### src/rtl/dnle_pkg.sv
// Shared constants and types of the DNS name label encoder.
package dnle_pkg;

  localparam int DATA_W      = 8;
  localparam int STORE_DEPTH = 62;
  localparam int ADDR_W      = $clog2(STORE_DEPTH);
  localparam int LEN_W       = $clog2(STORE_DEPTH + 1);

  localparam logic [DATA_W-1:0] DOT_CHAR = 8'h2E;
  localparam logic [DATA_W-1:0] NUL_CHAR = 8'h00;

  // what the output register is loaded with
  typedef enum logic [1:0] {
    SEL_LEN,
    SEL_CHAR,
    SEL_TERM
  } out_sel_t;

  typedef struct packed {
    logic     store_char;  // buffer the accepted character
    logic     load_out;    // load a word into the output register
    out_sel_t out_sel;
    logic     clr_len;     // label fully replayed
  } dp_cmd_t;

  typedef struct packed {
    logic is_dot;     // input word is a separator
    logic len_zero;   // nothing buffered
    logic last_char;  // next character word is the label's last
    logic out_free;   // output register can take a word this cycle
  } dp_sts_t;

endpackage

### src/rtl/dnle_ctrl.sv
// Sequencer of the DNS name label encoder: accept, length, replay, terminator.
module dnle_ctrl (
  input  logic              clk,
  input  logic              rst_n,
  input  logic              in_tvalid,
  output logic              in_tready,
  input  logic              in_tlast,
  input  dnle_pkg::dp_sts_t sts,
  output dnle_pkg::dp_cmd_t cmd
);

  localparam logic [1:0] ST_IDLE = 2'd0;
  localparam logic [1:0] ST_LEN  = 2'd1;
  localparam logic [1:0] ST_DATA = 2'd2;
  localparam logic [1:0] ST_TERM = 2'd3;

  logic [1:0] state_r, state_nxt;
  logic       end_r, end_nxt;

  assign in_tready = (state_r == ST_IDLE);

  always_comb begin
    state_nxt      = state_r;
    end_nxt        = end_r;
    cmd.store_char = 1'b0;
    cmd.load_out   = 1'b0;
    cmd.out_sel    = dnle_pkg::SEL_LEN;
    cmd.clr_len    = 1'b0;
    unique case (state_r)
      ST_IDLE: begin
        if (in_tvalid) begin
          if (in_tlast) begin
            end_nxt   = 1'b1;
            state_nxt = ST_LEN;
          end else if (sts.is_dot) begin
            end_nxt   = 1'b0;
            state_nxt = ST_LEN;
          end else begin
            cmd.store_char = 1'b1;
          end
        end
      end
      ST_LEN: begin
        if (sts.out_free) begin
          cmd.load_out = 1'b1;
          cmd.out_sel  = dnle_pkg::SEL_LEN;
          if (!sts.len_zero) begin
            state_nxt = ST_DATA;
          end else if (end_r) begin
            state_nxt = ST_TERM;
          end else begin
            state_nxt = ST_IDLE;
          end
        end
      end
      ST_DATA: begin
        if (sts.out_free) begin
          cmd.load_out = 1'b1;
          cmd.out_sel  = dnle_pkg::SEL_CHAR;
          if (sts.last_char) begin
            cmd.clr_len = 1'b1;
            state_nxt   = end_r ? ST_TERM : ST_IDLE;
          end
        end
      end
      ST_TERM: begin
        if (sts.out_free) begin
          cmd.load_out = 1'b1;
          cmd.out_sel  = dnle_pkg::SEL_TERM;
          state_nxt    = ST_IDLE;
        end
      end
      default: begin
        state_nxt = ST_IDLE;
      end
    endcase
  end

  always_ff @(posedge clk) begin
    if (!rst_n) begin
      state_r <= ST_IDLE;
      end_r   <= 1'b0;
    end else begin
      state_r <= state_nxt;
      end_r   <= end_nxt;
    end
  end

endmodule

### src/rtl/dnle_dp.sv
// Datapath of the DNS name label encoder: label store, counters, output register.
module dnle_dp #(
  parameter int LABEL_MAX = 62
) (
  input  logic                          clk,
  input  logic                          rst_n,
  input  logic [dnle_pkg::DATA_W-1:0]   in_tdata,
  input  dnle_pkg::dp_cmd_t             cmd,
  output dnle_pkg::dp_sts_t             sts,
  input  logic                          out_tready,
  output logic                          out_tvalid,
  output logic [dnle_pkg::DATA_W-1:0]   out_tdata,
  output logic                          out_tlast,
  output logic                          out_tuser
);

  localparam int CAP = (LABEL_MAX < dnle_pkg::STORE_DEPTH) ? LABEL_MAX
                                                           : dnle_pkg::STORE_DEPTH;
  localparam int AW  = dnle_pkg::ADDR_W;
  localparam int LW  = dnle_pkg::LEN_W;
  localparam int DW  = dnle_pkg::DATA_W;

  logic [DW-1:0] store_mem [dnle_pkg::STORE_DEPTH];
  logic [DW-1:0] rd_data_r;

  logic [LW-1:0] len_r, len_nxt;
  logic [LW-1:0] ptr_r, ptr_nxt;   // next store address to fetch
  logic          ovf_r, ovf_nxt;
  logic          at_cap;
  logic          fetch_en;
  logic [AW-1:0] fetch_addr;

  logic          out_valid_r, out_valid_nxt;
  logic [DW-1:0] out_data_r, out_data_nxt;
  logic          out_last_r, out_last_nxt;
  logic          out_user_r, out_user_nxt;

  assign at_cap = (len_r >= LW'(CAP));

  assign sts.is_dot    = (in_tdata == dnle_pkg::DOT_CHAR);
  assign sts.len_zero  = (len_r == '0);
  assign sts.last_char = (ptr_r == len_r);
  assign sts.out_free  = !out_valid_r || out_tready;

  always_comb begin
    len_nxt       = len_r;
    ptr_nxt       = ptr_r;
    ovf_nxt       = ovf_r;
    fetch_en      = 1'b0;
    fetch_addr    = '0;
    out_valid_nxt = out_valid_r && !out_tready;
    out_data_nxt  = out_data_r;
    out_last_nxt  = out_last_r;
    out_user_nxt  = out_user_r;

    if (cmd.store_char) begin
      if (at_cap) begin
        ovf_nxt = 1'b1;      // character dropped
      end else begin
        len_nxt = len_r + 1'b1;
      end
    end

    if (cmd.load_out) begin
      out_valid_nxt = 1'b1;
      out_user_nxt  = ovf_r;
      out_last_nxt  = 1'b0;
      case (cmd.out_sel)
        dnle_pkg::SEL_LEN: begin
          out_data_nxt = DW'(len_r);
          fetch_en     = 1'b1;
          fetch_addr   = '0;
          ptr_nxt      = LW'(1);
        end
        dnle_pkg::SEL_CHAR: begin
          out_data_nxt = rd_data_r;
          fetch_en     = (ptr_r != len_r);
          fetch_addr   = ptr_r[AW-1:0];
          ptr_nxt      = ptr_r + 1'b1;
        end
        dnle_pkg::SEL_TERM: begin
          out_data_nxt = dnle_pkg::NUL_CHAR;
          out_last_nxt = 1'b1;
          ovf_nxt      = 1'b0;
        end
        default: begin
          out_valid_nxt = 1'b0;
        end
      endcase
    end

    if (cmd.clr_len) begin
      len_nxt = '0;
    end
  end

  // label store: one write port, one registered read port
  always_ff @(posedge clk) begin
    if (cmd.store_char && !at_cap) begin
      store_mem[len_r[AW-1:0]] <= in_tdata;
    end
    if (fetch_en) begin
      rd_data_r <= store_mem[fetch_addr];
    end
  end

  always_ff @(posedge clk) begin
    if (!rst_n) begin
      len_r       <= '0;
      ovf_r       <= 1'b0;
      out_valid_r <= 1'b0;
    end else begin
      len_r       <= len_nxt;
      ovf_r       <= ovf_nxt;
      out_valid_r <= out_valid_nxt;
    end
  end

  always_ff @(posedge clk) begin
    ptr_r      <= ptr_nxt;
    out_data_r <= out_data_nxt;
    out_last_r <= out_last_nxt;
    out_user_r <= out_user_nxt;
  end

  assign out_tvalid = out_valid_r;
  assign out_tdata  = out_data_r;
  assign out_tlast  = out_last_r;
  assign out_tuser  = out_user_r;

endmodule

### src/rtl/dns_name_label_encoder.sv
// A character word is buffered and gives no output word; a dot or end word with n
// buffered characters goes through the length state, which registers its length word,
// then one character word per cycle while the output is not stalled; end adds the
// terminator. Input is held off from a dot or end word until its label and, after end,
// the terminator are loaded into one output register fed by the store's one read port.
// Reset: rst_n synchronous, active low; clears sequencer, length, overflow and out valid.
module dns_name_label_encoder #(
  parameter int LABEL_MAX = 62   // longest label kept, 1 to 62
) (
  input  logic       clk,
  input  logic       rst_n,
  // input stream: one host name character per word
  input  logic       in_tvalid,
  output logic       in_tready,
  input  logic [7:0] in_tdata,    // [7:0] name_byte
  input  logic       in_tlast,    // end_of_name; in_tdata ignored then
  // output stream: wire-format name bytes
  output logic       out_tvalid,
  input  logic       out_tready,
  output logic [7:0] out_tdata,   // [7:0] out_byte
  output logic       out_tlast,   // is_final, on the zero terminator
  output logic       out_tuser    // label_overflow
);

  dnle_pkg::dp_cmd_t cmd;
  dnle_pkg::dp_sts_t sts;

  // sequencer: decides when to buffer, when to emit length, chars, terminator
  dnle_ctrl u_ctrl (
    .clk       (clk),
    .rst_n     (rst_n),
    .in_tvalid (in_tvalid),
    .in_tready (in_tready),
    .in_tlast  (in_tlast),
    .sts       (sts),
    .cmd       (cmd)
  );

  // label store, length and overflow tracking, output register
  dnle_dp #(
    .LABEL_MAX (LABEL_MAX)
  ) u_dp (
    .clk        (clk),
    .rst_n      (rst_n),
    .in_tdata   (in_tdata),
    .cmd        (cmd),
    .sts        (sts),
    .out_tready (out_tready),
    .out_tvalid (out_tvalid),
    .out_tdata  (out_tdata),
    .out_tlast  (out_tlast),
    .out_tuser  (out_tuser)
  );

endmodule

### config.mk
export PLATFORM = sky130hd
export DESIGN_NAME = dns_name_label_encoder
export DESIGN_NICKNAME = d
export VERILOG_FILES = /design/src/rtl/dnle_pkg.sv /design/src/rtl/dnle_ctrl.sv /design/src/rtl/dnle_dp.sv /design/src/rtl/dns_name_label_encoder.sv
export SDC_FILE = /design/constraint.sdc
export NUM_CORES = 1
export LEC_CHECK = 0
export BUFFER_PORTS_ARGS = -buffer_cell sky130_fd_sc_hd__buf_2
export CORE_UTILIZATION = 55
export CTS_BUF_LIST = sky130_fd_sc_hd__clkbuf_8
export DETAILED_ROUTE_END_ITERATION = 8
export PLACE_DENSITY = 0.81
export SYNTH_ARGS = -nofsm -noshare
export SYNTH_HDL_FRONTEND = slang
export SYNTH_SLANG_ARGS = --single-unit
### constraint.sdc
create_clock -name clk -period 3.7 [get_ports clk]
set_input_delay 0.74 -clock clk [delete_from_list [all_inputs] [get_ports clk]]
set_output_delay 0.74 -clock clk [all_outputs]
set_load 0.05 [all_outputs]
==> reports/results.ini <==
[run_status]
status = complete, no violations

[clock_tree]
clockBufferDepth = 3
cts_hold_buf = 0
clock_latency_ns = 0.61
cts_max_level = 3
cts_sinks = 531
cts_resized = 0
post-cts-setup-buffers = 0
path_clk_slew_ns = 0.06
cts_inserted_buffers = 78
cts-root-buf = clkbuf_8
cts_tree = done

[detailed_routing]
drt_pass1_iterations = 6
drtIter0Drc = 1773
wirelength_mm = 53.9
viasPerCell = 6.40
wire_per_inst_um = 25.4
drc_errors = 0
vias = 13600
ant_nets = 0

[pwr]
power.total_mw = 12.8
power_density_nw_per_um2 = 533
p_leak_nw = 8.27
vdd_drop_max_uv = 265

[worst_hold_path]
whs_endpoint = u_dp.out_tvalid
hp-class = in -> reg
hold_depth = 2
hp-start = rst_n

[timing]
fin_crit_sh = 0.921
max_freq_mhz = 293
setup_violations = 0
setup_slack_ns = 0.291
fin_crit_ns = 3.41
fin_worst_skew_ns = 0.0267
rsz0062_at_grt = false
slew_headroom = 0.398
drv_slew = 0
tightest_slew_ns = 0.900
hold_viol_final = 0

[logic_synthesis]
synth_nets = 1464
yosysWarningCount = 0
synth_edf_count = 520
ys_ff_latch = 531
ys_async_sr_fraction = 0
ys_seq_area_frac = 0.741
avgSynthCellArea_um2 = 14.8
synth_cell_types = 76
syn_area_um2 = 21400
syn_inst = 1443
synth_flop_cell = edfxtp_1

[final_layout]
layout-drive-gt1-share = 0.157
layout_commonest_cell = edfxtp_1
area_growth_pct = 11.9
nNetsFinal = 1577
fin_cells = 2124
fillCellCount = 2559
layout_common_cells = edfxtp_1 (520), nand2_1 (147), nor2_1 (126)

[global_route]
first_global_vias = 13000
grt_pass1_wl_mm = 79.6
grt_overflow = 0
grt_use_total = 0.277
antenna_found_initial = 3
grt_max_degree = 63

[floorplan]
dieArea_um2 = 39700
die_h_um = 199
dieWidth_um = 199
initial_core_util = 0.564
pin_count = 25
core_area_um2 = 37900
num_rows = 71

[critical_path]
cp-end-kind = flop
cp-start-kind = flop
worstPathArrival_ns = 3.65
worstPathRequired_ns = 3.94
r2r_slack_ns = 0.29
reg2reg_depth = 7
critPathMaxFanout = 16
rr_endpoint = u_dp.store_mem[29][0]
critPathKind = reg -> reg
reg2reg_from = u_ctrl.state_r[1]

[placement]
placed_cells = 1987
dp_slack_ns = -0.168
io_buffers = 24
hpwlAfterDp_mm = 34.0
place.gp.congestion = 0.975

[job]
max_cap_viol_count = 0

## critical path, stage by stage (launching register included)
cell       delay [ns]
dfxtp_1          0.36
or2_1            0.35
inv_4            0.26
o2111ai_1        0.24
nor2_1           0.31
and2_1           0.27
nand2_1          0.43
nor2_1           0.80
## synthesized netlist by cell type, types with 7 or more instances
library cell,number,share of area
a2111oi_0,14,0.0057
a211oi_1,15,0.0053
a21oi_1,70,0.016
a221oi_1,7,0.0029
a22o_1,9,0.0037
a22oi_1,10,0.0035
a31oi_1,16,0.0047
buf_1,10,0.0018
buf_2,23,0.0054
buf_6,9,0.0047
clkbuf_1,45,0.0079
dfxtp_1,11,0.010
edfxtp_1,520,0.73
ha_1,8,0.0047
inv_1,22,0.0039
mux2_2,11,0.0058
mux2i_1,78,0.037
nand2_1,147,0.026
nand3_1,23,0.0054
nand3b_1,9,0.0032
nor2_1,127,0.022
nor3_1,18,0.0042
nor4_1,7,0.0020
o21ai_0,54,0.013
o221ai_1,17,0.0070
o22ai_1,43,0.013
o311ai_0,13,0.0053
xor2_1,8,0.0033
## flip-flops by register name (all words and copies together), names as in the netlist
register	count
u_dp.store_mem	496
u_dp.out_tdata	8
u_dp.rd_data_r	8
u_dp.len_r	6
u_dp.ptr_r	6
u_ctrl.state_r	2
u_ctrl.end_r	1
u_dp.out_tlast	1
u_dp.out_tuser	1
u_dp.out_tvalid	1
u_dp.ovf_r	1
## worst max path at each step
| stage | startpoint | end | depth (start not counted) |
|---|---|---|---|
| global placement | out_tready | u_dp.rd_data_r[6] | 14 |
| floorplan | out_tready | u_dp.rd_data_r[4] | 15 |
| CTS | u_dp.out_tvalid | u_dp.rd_data_r[6] | 13 |
| global route | u_dp.len_r[0] | u_dp.store_mem[29][1] | 8 |
| detailed placement | out_tready | u_dp.rd_data_r[6] | 14 |
| finish | u_ctrl.state_r[1] | u_dp.store_mem[29][0] | 7 |
## per-layer routing
metal	global-route usage	share of wire	vias up
met5	0	0.00020	-
met2	0.433	0.46	1031
li1	-	-	5817
met1	0.369	0.37	6582
met3	0.0665	0.12	166
met4	0.130	0.045	2
## through the flow
step | area [µm²] | setup TNS [ns] | hold WS [ns] | util
floorplan | 21400 | 0 | 0.409 | -
global placement | 22500 | -0.162 | 0.417 | 0.594
detailed placement | 22500 | -0.492 | 0.427 | 0.594
CTS | 23900 | 0 | 0.404 | 0.631
global route | 23900 | 0 | 0.412 | 0.631
finish | 23900 | 0 | 0.415 | 0.631
## report_power, final
| group | switching (mW) | internal (mW) |
|---|---|---|
| combinational | 1.15 | 0.464 |
| sequential | 0.108 | 6.78 |
| clock | 2.12 | 2.14 |
| total | 3.37 | 9.39 |
## kinds of logic after synthesis
kind of cell | after synthesis | synth area share
muxes | 96 | 0.0486
and+or+nand+nor | 373 | 0.0797
xor gates and xnor gates | 13 | 0.00533
adders and majority gates | 8 | 0.00468
buffers and inverters | 113 | 0.0250
AOI/OAI and AO/OA | 309 | 0.0959
DFF | 531 | 0.741
## area by class of cell
type / instances / area [µm²] / area share
timing repair buffer: 123 / 951 / 0.0397
antenna: 1 / 2.50 / 0.000105
clock buffer: 80 / 1100 / 0.0460
multi-input combinational: 799 / 5030 / 0.210
sequential: 531 / 15800 / 0.662
inverter: 23 / 88.8 / 0.00371
clock inverter: 56 / 278 / 0.0116
tap: 511 / 639 / 0.0267
(Power assumes the default switching activity.)
